**config.mk**
```make
export PLATFORM = sky130hd
export DESIGN_NAME = iis_cmd_queue
export DESIGN_NICKNAME = d
export VERILOG_FILES = /design/src/design/iis_pkg.sv /design/src/design/iis_cmd_queue.sv
export SDC_FILE = /design/constraint.sdc
export NUM_CORES = 1
export LEC_CHECK = 0
export BUFFER_PORTS_ARGS = -buffer_cell sky130_fd_sc_hd__clkbuf_2
export CAP_MARGIN = 20
export CORE_ASPECT_RATIO = 0.5
export CORE_UTILIZATION = 56
export CTS_BUF_LIST = sky130_fd_sc_hd__clkbuf_8 sky130_fd_sc_hd__clkbuf_16
export DETAILED_ROUTE_END_ITERATION = 10
export PLACE_DENSITY = 0.79
export SETUP_SLACK_MARGIN = 0.3
export SYNTH_ARGS = -nofsm -noshare
export SYNTH_HDL_FRONTEND = slang
export SYNTH_SLANG_ARGS = --single-unit
```
**constraint.sdc**
```tcl
create_clock -name clk -period 2.05 [get_ports clk]
set_input_delay 0.205 -clock clk [delete_from_list [all_inputs] [get_ports clk]]
set_output_delay 0.205 -clock clk [all_outputs]
set_load 0.1 [all_outputs]
```
**src/design/iis_pkg.sv**
```systemverilog
// Shared types, sizes and helper functions for the streaming integral image core.
// Used by every module of the block but iis_ram; depends on nothing else.
`timescale 1ns / 1ps

package iis_pkg;

	// Image bounds and field widths
	localparam int MAX_WIDTH  = 1024;
	localparam int MAX_HEIGHT = 1024;
	localparam int SIZE_W     = 11;
	localparam int PIXEL_W    = 8;
	localparam int VALUE_W    = 28;
	localparam int COL_W      = (MAX_WIDTH > 1) ? $clog2(MAX_WIDTH) : 1;
	localparam int ROW_W      = (MAX_HEIGHT > 1) ? $clog2(MAX_HEIGHT) : 1;
	localparam int PIXEL_MAX  = (1 << PIXEL_W) - 1;
	localparam int ROWSUM_W   = $clog2(MAX_WIDTH * PIXEL_MAX + 1);

	// Queue sizes
	localparam int CQ_DEPTH  = 4;
	localparam int CQ_PTR_W  = $clog2(CQ_DEPTH);
	localparam int CQ_CNT_W  = $clog2(CQ_DEPTH + 1);
	localparam int OQ_DEPTH  = 4;
	localparam int OQ_PTR_W  = $clog2(OQ_DEPTH);
	localparam int OQ_CNT_W  = $clog2(OQ_DEPTH + 1);

	// Configuration port
	localparam int APB_DATA_W = 32;
	localparam int APB_ADDR_W = 3;

	typedef enum logic {
		REG_IMAGE_WIDTH  = 1'b0,
		REG_IMAGE_HEIGHT = 1'b1
	} reg_idx_t;

	// One classified pixel, handed from the front to the back
	typedef struct packed {
		logic [ROWSUM_W-1:0] row_sum;
		logic [COL_W-1:0]    col;
		logic                first_row;
		logic                last;
	} cmd_t;

	// Front-to-queue write beat
	typedef struct packed {
		logic valid;
		cmd_t cmd;
	} cmd_beat_t;

	// One result beat
	typedef struct packed {
		logic [VALUE_W-1:0] value;
		logic               last;
	} res_t;

	// Last column index for a width register value: 0 acts as 1, large values clamp
	function automatic logic [COL_W-1:0] col_limit(input logic [SIZE_W-1:0] size);
		logic [COL_W-1:0] lim;
		if (size == '0) begin
			lim = '0;
		end else if (int'(size) > MAX_WIDTH) begin
			lim = COL_W'(MAX_WIDTH - 1);
		end else begin
			lim = COL_W'(size - 1'b1);
		end
		return lim;
	endfunction

	// Last row index for a height register value
	function automatic logic [ROW_W-1:0] row_limit(input logic [SIZE_W-1:0] size);
		logic [ROW_W-1:0] lim;
		if (size == '0) begin
			lim = '0;
		end else if (int'(size) > MAX_HEIGHT) begin
			lim = ROW_W'(MAX_HEIGHT - 1);
		end else begin
			lim = ROW_W'(size - 1'b1);
		end
		return lim;
	endfunction

endpackage

```
**src/design/iis_cmd_queue.sv**
```systemverilog
// Short queue of classified pixels between the front and the back end.
// Depends on iis_pkg.
`timescale 1ns / 1ps

module iis_cmd_queue (
	input  logic               clk,
	input  logic               arst_n,
	input  iis_pkg::cmd_beat_t wr_beat,
	output logic               full,
	input  logic               rd_en,
	output iis_pkg::cmd_t      rd_data,
	output logic               empty
);

	iis_pkg::cmd_t                 mem_q [iis_pkg::CQ_DEPTH];
	logic [iis_pkg::CQ_PTR_W-1:0]  wr_ptr_q;
	logic [iis_pkg::CQ_PTR_W-1:0]  rd_ptr_q;
	logic [iis_pkg::CQ_CNT_W-1:0]  count_q;
	logic                          do_rd;

	always_comb begin
		full    = (count_q == iis_pkg::CQ_CNT_W'(iis_pkg::CQ_DEPTH));
		empty   = (count_q == '0);
		do_rd   = rd_en && !empty;
		rd_data = mem_q[rd_ptr_q];
	end

	// Store entries
	always_ff @(posedge clk) begin
		if (wr_beat.valid) begin
			mem_q[wr_ptr_q] <= wr_beat.cmd;
		end
	end

	// Advance pointers and fill count
	always_ff @(posedge clk or negedge arst_n) begin
		if (!arst_n) begin
			wr_ptr_q <= '0;
			rd_ptr_q <= '0;
			count_q  <= '0;
		end else begin
			if (wr_beat.valid) begin
				wr_ptr_q <= wr_ptr_q + 1'b1;
			end
			if (do_rd) begin
				rd_ptr_q <= rd_ptr_q + 1'b1;
			end
			unique case ({wr_beat.valid, do_rd})
				2'b10:   count_q <= count_q + 1'b1;
				2'b01:   count_q <= count_q - 1'b1;
				default: count_q <= count_q;
			endcase
		end
	end

endmodule

```
==> results.ini <==
[sta]
setup_viol=22
setup_ws_ns=-0.0884
tightest_slew_ns=0.458
fin_skew_ns=0.00701
timing.final.hold_violations=0
slew_viol_final=0
finalCritPeriodShare=1.04
slew_headroom=0.695
grt_setup_unrepaired=yes
fin_crit_ns=2.14
fmax_mhz=468

[clock_tree]
path_clk_slew_ns=0.06
clock-sinks=127
h-tree-depth=4
clock-root-buffer=clkbuf_16
cts_tree=done
clk_latency_ns=0.41
cts_made_buffers=17
clockBufferDepth=2

[critical_path]
worstPathArrival_ns=1.93
path_max_fanout=5
crit_path_start_kind=flip-flop
cp-end-kind=output port
required_ns=1.85
criticalPathCategory=reg -> out

[floorplan]
start_util=0.587
num_rows=23
die_y_um=67.3
io_pins=66
die-area_um2=8930
coreArea_um2=8140
die_w_um=133

[global_route]
grt_overflow=0
grt_max_degree=32
grt_pass1_wl_um=15700
grt_use_total=0.266
antenna_found_initial=0
grt_pass1_vias=2595

[logic_synthesis]
syn_area_um2=4780
synth_edf_count=120
async_flop_share=0.0551
ys.flop_type=edfxtp_1
synth_cell_types=20
yosysTopAreaCell=edfxtp_1
synthTopCellsByArea=edfxtp_1, mux4_2, dfrtp_1, ha_1, buf_12
synthesis.instances=194
yosysTopAreaCellShare=0.754
synth.net_count=234
synth-seq-area-share=0.791
yosys_register_bits=127
yosysWarnings=0
synth_area_per_cell_um2=24.6

[finish]
n_antenna_cell=0
num-fill-cells=358
fin_util=0.806
layout-drive-gt1-share=0.494
layoutNonFillerInstCount=424
area_growth_pct=37.3
regArea_um2=3780
final_common_cell=edfxtp_1
final_cell_mix=edfxtp_1, buf_12, clkbuf_2
multi_input_area_um2=905
nNetsFinal=341

[routing]
drt_pre_antenna_iters=4
drc=0
wire_per_inst_um=24.8
wl_um=10500
ant_nets=0
first_iter_violations=222
vias=2451
viasPerCell=5.78

[worst_hold_path]
worstHoldPathType=in -> reg

[flow_run]
cap_violations=0

[placement]
gp_congestion=0.712
place_hpwl_um=5100
port_buffers=65
dpl.cell_count=373
dp_slack_ns=0.217

[outcome]
status=complete, but fails checks
violations=setup timing

synth_stat cells (2+ instances only):
cell type  count
edfxtp_1     120
mux4_2        28
dfrtp_1        7
inv_1          6
ha_1           5
and2_1         4
xor2_1         4
buf_12         3
buf_2          3
mux4_1         2
nand2_1        2
xnor2_1        2
layout make-up:
cell class	count	share of cell area
repair buffers	95	0.180
flip-flops and latches	127	0.576
well taps	112	0.0214
clock buffers	17	0.0648
multi-input cells	54	0.138
clock inverters	13	0.0164
inverters	6	0.00343
flip-flops by register name, indices dropped and copies added (netlist names):
| register | count |
|---|---|
| count_q | 3 |
| rd_ptr_q | 2 |
| wr_ptr_q | 2 |
| mem_q | 120 |
routing by layer:
| metal | part of all wire | GRT usage | vias up | wire [um] |
|---|---|---|---|---|
| li1 | - | - | 1028 | - |
| met1 | 0.39 | 0.306 | 1272 | 4110 |
| met2 | 0.53 | 0.463 | 133 | 5610 |
| met3 | 0.060 | 0.0848 | 18 | 629 |
| met4 | 0.017 | 0.141 | 0 | 182 |
| met5 | 0 | 0 | - | 0 |
cells by family (layout without fill, tap and decap cells):
| kind of cell | count (synthesis) | after routing | synth area share |
|---|---|---|---|
| AO/OA/AOI/OAI | 2 | 2 | 0.00288 |
| XOR/XNOR | 6 | 6 | 0.0110 |
| adder cells (fa/ha/maj) | 6 | 6 | 0.0173 |
| buffers and inverters | 13 | 131 | 0.0228 |
| flip-flops | 127 | 127 | 0.791 |
| multiplexers | 31 | 31 | 0.145 |
| AND/OR/NAND/NOR | 9 | 9 | 0.00995 |
critical path, cell delays in order (launching register included):
cell	delay [ns]
dfrtp_2	0.42
buf_12	0.13
buf_12	0.11
buf_16	0.12
mux4_2	0.53
buf_12	0.19
final timing paths:
kind	cells past startpoint	startpoint	to	slack, ns
setup / recovery	5	rd_ptr_q[0]	rd_data[7]	-0.09
hold / removal	1	wr_beat[27]	mem_q[0][27]	0.02
setup reg to reg	7	count_q[0]	count_q[2]	0.29
hold reg to reg	1	count_q[0]	count_q[0]	0.52
max in group asynchronous	2	arst_n	count_q[0]	1.64
min in group asynchronous	2	arst_n	count_q[2]	0.20
metrics by stage:
step	setup TNS (ns)	instance area, um2	hold slack, ns
finish	-1.13	6560	0.0165
global route	-2.15	6560	0.00604
CTS	-0.799	6550	0.00124
detailed placement	0	5720	0.0590
global placement	0	5720	0.0464
floorplan	0	4790	-0.0906
repair_timing:
action | 4_1_cts | 5_1_grt
setup endpoints to repair | 34 | 63
cloned | 4 | 0
resized for setup | 17 | 3
hold buffers | 4 | 0
endpoints found under the hold margin | 19 | 0
pin swaps | 3 | 5
setup buffers | 11 | 2
Power is not shown: default switching activity piles up to over one toggle a cycle in this logic, so the estimate is an artifact.
