File: src/design/iis_pkg.sv
// Shared types, sizes and helper functions for the streaming integral image core.
// Used by every module of the block but iis_ram; depends on nothing else.
`timescale 1ns / 1ps

package iis_pkg;

	// Image bounds and field widths
	localparam int MAX_WIDTH  = 1024;
	localparam int MAX_HEIGHT = 1024;
	localparam int SIZE_W     = 11;
	localparam int PIXEL_W    = 8;
	localparam int VALUE_W    = 28;
	localparam int COL_W      = (MAX_WIDTH > 1) ? $clog2(MAX_WIDTH) : 1;
	localparam int ROW_W      = (MAX_HEIGHT > 1) ? $clog2(MAX_HEIGHT) : 1;
	localparam int PIXEL_MAX  = (1 << PIXEL_W) - 1;
	localparam int ROWSUM_W   = $clog2(MAX_WIDTH * PIXEL_MAX + 1);

	// Queue sizes
	localparam int CQ_DEPTH  = 4;
	localparam int CQ_PTR_W  = $clog2(CQ_DEPTH);
	localparam int CQ_CNT_W  = $clog2(CQ_DEPTH + 1);
	localparam int OQ_DEPTH  = 4;
	localparam int OQ_PTR_W  = $clog2(OQ_DEPTH);
	localparam int OQ_CNT_W  = $clog2(OQ_DEPTH + 1);

	// Configuration port
	localparam int APB_DATA_W = 32;
	localparam int APB_ADDR_W = 3;

	typedef enum logic {
		REG_IMAGE_WIDTH  = 1'b0,
		REG_IMAGE_HEIGHT = 1'b1
	} reg_idx_t;

	// One classified pixel, handed from the front to the back
	typedef struct packed {
		logic [ROWSUM_W-1:0] row_sum;
		logic [COL_W-1:0]    col;
		logic                first_row;
		logic                last;
	} cmd_t;

	// Front-to-queue write beat
	typedef struct packed {
		logic valid;
		cmd_t cmd;
	} cmd_beat_t;

	// One result beat
	typedef struct packed {
		logic [VALUE_W-1:0] value;
		logic               last;
	} res_t;

	// Last column index for a width register value: 0 acts as 1, large values clamp
	function automatic logic [COL_W-1:0] col_limit(input logic [SIZE_W-1:0] size);
		logic [COL_W-1:0] lim;
		if (size == '0) begin
			lim = '0;
		end else if (int'(size) > MAX_WIDTH) begin
			lim = COL_W'(MAX_WIDTH - 1);
		end else begin
			lim = COL_W'(size - 1'b1);
		end
		return lim;
	endfunction

	// Last row index for a height register value
	function automatic logic [ROW_W-1:0] row_limit(input logic [SIZE_W-1:0] size);
		logic [ROW_W-1:0] lim;
		if (size == '0) begin
			lim = '0;
		end else if (int'(size) > MAX_HEIGHT) begin
			lim = ROW_W'(MAX_HEIGHT - 1);
		end else begin
			lim = ROW_W'(size - 1'b1);
		end
		return lim;
	endfunction

endpackage

File: src/design/iis_front.sv
// Front end: accepts pixels, tracks column and row, keeps the row running sum.
// Depends on iis_pkg; feeds iis_cmd_queue.
`timescale 1ns / 1ps

module iis_front (
	input  logic                        clk,
	input  logic                        arst_n,
	input  logic                        push,
	input  logic [iis_pkg::PIXEL_W-1:0] pixel,
	input  logic                        q_full,
	input  logic [iis_pkg::SIZE_W-1:0]  width_cfg,
	input  logic [iis_pkg::SIZE_W-1:0]  height_cfg,
	output iis_pkg::cmd_beat_t          beat
);

	logic [iis_pkg::COL_W-1:0]    col_q;
	logic [iis_pkg::ROW_W-1:0]    row_q;
	logic [iis_pkg::ROWSUM_W-1:0] row_sum_q;

	logic                         take;
	logic [iis_pkg::COL_W-1:0]    col_lim;
	logic [iis_pkg::ROW_W-1:0]    row_lim;
	logic                         row_end;
	logic                         frame_end;
	logic [iis_pkg::ROWSUM_W-1:0] pixel_ext;
	logic [iis_pkg::ROWSUM_W-1:0] row_sum_next;

	// Classify the incoming beat
	always_comb begin
		take         = push && !q_full;
		col_lim      = iis_pkg::col_limit(width_cfg);
		row_lim      = iis_pkg::row_limit(height_cfg);
		row_end      = (col_q >= col_lim);
		frame_end    = row_end && (row_q >= row_lim);
		pixel_ext    = iis_pkg::ROWSUM_W'(pixel);
		row_sum_next = (col_q == '0) ? pixel_ext : (row_sum_q + pixel_ext);

		beat.valid         = take;
		beat.cmd.row_sum   = row_sum_next;
		beat.cmd.col       = col_q;
		beat.cmd.first_row = (row_q == '0);
		beat.cmd.last      = frame_end;
	end

	// Advance position and row sum on each accepted beat
	always_ff @(posedge clk or negedge arst_n) begin
		if (!arst_n) begin
			col_q     <= '0;
			row_q     <= '0;
			row_sum_q <= '0;
		end else if (take) begin
			row_sum_q <= row_sum_next;
			if (row_end) begin
				col_q <= '0;
				if (frame_end) begin
					row_q <= '0;
				end else begin
					row_q <= row_q + 1'b1;
				end
			end else begin
				col_q <= col_q + 1'b1;
			end
		end
	end

endmodule

File: config.mk
export PLATFORM = sky130hd
export DESIGN_NAME = iis_front
export DESIGN_NICKNAME = d
export VERILOG_FILES = /design/src/design/iis_pkg.sv /design/src/design/iis_front.sv
export SDC_FILE = /design/constraint.sdc
export NUM_CORES = 1
export LEC_CHECK = 0
export BUFFER_PORTS_ARGS = -buffer_cell sky130_fd_sc_hd__buf_2
export CORE_ASPECT_RATIO = 1.4
export CORE_MARGIN = 5
export CORE_UTILIZATION = 45
export CTS_CLUSTER_DIAMETER = 150
export DETAILED_ROUTE_END_ITERATION = 10
export PLACE_DENSITY = 0.69
export SYNTH_ARGS = -nofsm -noshare
export SYNTH_HDL_FRONTEND = slang
export SYNTH_SLANG_ARGS = --single-unit
File: constraint.sdc
create_clock -name clk -period 9.1 [get_ports clk]
set_input_delay 0.91 -clock clk [delete_from_list [all_inputs] [get_ports clk]]
set_output_delay 0.91 -clock clk [all_outputs]
set_load 0.1 [all_outputs]
==> results_dict.tcl <==
set metrics [dict create \
    maxSlewHeadroom_pct 41.7 \
    rsz0062_at_grt "no" \
    cts_tree "yes" \
    fmax_mhz 189 \
    worstPathArrival_ns 4.37 \
    via_per_inst 5.65 \
    port_buffers 64 \
    core_area_um2 7650 \
    synth_top_area_share_pct 27.4 \
    netlist_area_um2 3470 \
    die_area_um2 9590 \
    grt_max_degree 39 \
    yosysMostFrequentCell "nand2_1" \
    r2r-start "col_q[0]" \
    power_uw 1180 \
    synth_area_per_cell_um2 8.10 \
    required_ns 8.19 \
    p_leak_uw 0.00187 \
    worst_pin_slew_ns 0.875 \
    rrSetupSlack_ns 6.49 \
    max_cap_viol_count 0 \
    fp-row-count 38 \
    insertion_delay_ns 0.30 \
    grt_antenna_before_repair 0 \
    drc 0 \
    drt_iter0_drc 123 \
    cts_setup_buffers 0 \
    ys.flop_type "dfrtp_1" \
    stdcell_area_um2 3950 \
    die_w_um 84.2 \
    criticalPathCategory "in2out" \
    cpPeakStageDelay_ns 0.57 \
    die_y_um 114 \
    ys_types 55 \
    grt_pass1_wl_mm 14.2 \
    clock_sinks 38 \
    grt_pass1_vias 3249 \
    multi_input_area_um2 2380 \
    drt-wirelength-per-cell_um 14.2 \
    cts-root-buf "clkbuf_8" \
    start_kind "input port" \
    power_density_nw_per_um2 298 \
    hold_path_class "reg2reg" \
    drt_wl_total_mm 8.29 \
    cts_hold_buf 0 \
    outcome "completed" \
    synth.largest_area_cell "dfrtp_1" \
    nFillCells 755 \
    initial_core_util_pct 45.3 \
    cts_resized 0 \
    syn2layout_area_growth_pct 14.0 \
    min_from "row_sum_q[0]" \
    layout-drive-gt1-share_pct 18.0 \
    crit_fanout 8 \
    final_max_slew_viol_count 0 \
    synth_seq_cells 38 \
    setup_viol_count_final 0 \
    yosysWarnings 0 \
    detailed_place_hpwl_mm 6.46 \
    clock_skew_ns 0.0144 \
    clk_pin_slew_worst_paths_ns 0.09 \
    firstDrtPassIters 4 \
    setup_tns_ns 0 \
    synthTopCellsByArea "dfrtp_1 27%, ha_1 12%, nand2_1 4.7%" \
    synth-edff-count 0 \
    fin_crit_sh_pct 58.0 \
    place_congestion 0.897 \
    cts_made_buffers 5 \
    antenna_cells 0 \
    startpoint "height_cfg[0]" \
    antenna_left 0 \
    cpMostUsedCell "a21o_1" \
    cts_buffer_depth 2 \
    vias 3301 \
    placed_area_um2 3840 \
    cp-end-kind "output pin" \
    grt_usage_pct 17.4 \
    layout.nets 552 \
    cp_slowest_cell "nor3_1" \
    regArea_um2 951 \
    htreeDepth 2 \
    period_needed_ns 5.28 \
    synth_seq_area_share_pct 27.4 \
    async_reset_ff_share_pct 100 \
    synth_commonest_cells "43 x nand2_1, 42 x nor2_1, 38 x dfrtp_1" \
    hold_viol_final 0 \
    syn_nets 497 \
    synthCells 428 \
    grt-ovfl-total 0 \
    io_pins 65 \
    max-vdd-ir-drop_v 0.000301 \
    worstPathCellList "buf_2 -> inv_1 -> ha_1 -> nand2_1 -> or3_1 -> nor3_1 -> nand2_1 -> a21oi_1 -> ha_1 -> a21o_1 -> a21o_1 -> a221o_1 -> a21o_1 -> and2_1 -> buf_2" \
]
through the flow:
stage / cells / hold WS [ns] / setup WS [ns] / utilization (%)
final: 584 / 0.494 / 3.82 / 51.6
after global routing: 584 / 0.545 / 3.54 / 51.6
after CTS: 584 / 0.497 / 3.80 / 51.6
after detailed placement: 576 / 0.476 / 3.80 / 50.2
after global placement: 576 / 0.462 / 3.89 / 50.2
after floorplan: 428 / 0.450 / 4.03 / -
flip-flops by register name (all words and copies together), names as in the netlist:
| name | flops |
|---|---|
| col_q | 10 |
| row_sum_q | 18 |
| row_q | 10 |
final timing paths:
path / to / depth (start not counted)
worst min-delay path: row_sum_q[0] / 2
max in group asynchronous: row_q[0] / 1
min in group asynchronous: row_sum_q[17] / 1
worst max-delay path: beat[0] / 15
worst max register to register: row_q[9] / 8
worst min register to register: row_sum_q[0] / 2
worst max-delay path: cells and delay by family:
kind	cells	cell delay [ns]
buffers and inverters	3	0.48
AO/OA/AOI/OAI	5	1.11
AND/OR/NAND/NOR	5	1.42
adder cells (fa/ha/maj)	2	0.44
logic make-up (layout without fill, tap and decap cells):
logic type | count (synthesis) | after routing | synth area share, %
and+or+nand+nor | 165 | 165 | 23.5
AOI/OAI and AO/OA | 120 | 120 | 22.5
DFF | 38 | 38 | 27.4
adders and majority gates | 36 | 36 | 13.2
buffers and inverters | 34 | 90 | 3.97
xor gates and xnor gates | 27 | 27 | 6.82
muxes | 8 | 8 | 2.56
where the power goes:
part	switching [uW]	total (uW)	internal, uW
Combinational	618	790	172
Clock	64.8	146	80.8
Sequential	39.8	243	203
Total	722	1180	456
placed cells by master, fill, tap and decap left out, types with 9 or more instances in the layout:
cell       n
nor2_1    42
xor2_1    14
ha_1      34
or3_1      9
nand2b_1  11
nand2_1   43
o21ai_0   29
a21o_1    11
buf_2     64
inv_1     18
xnor2_1   13
a21oi_1   32
dfrtp_1   38
nand3_1   10
nor3_1    12
routing by layer:
| metal | vias to the layer above | routed length [um] | GRT usage (%) |
|---|---|---|---|
| met5 | - | 0 | 0 |
| met1 | 1557 | 3520 | 20.2 |
| met2 | 79 | 4270 | 32.7 |
| li1 | 1655 | - | - |
| met4 | 0 | 153 | 5.47 |
| met3 | 10 | 355 | 2.38 |
area by class of cell:
class                   count  area share [%]
flip-flops and latches     38            24.1
clock inverters             3            1.01
repair buffers             64            8.10
inverters                  18            1.71
well taps                 100            3.17
multi-input cells         356            60.2
clock buffers               5            1.74
(Power assumes the default switching activity.)
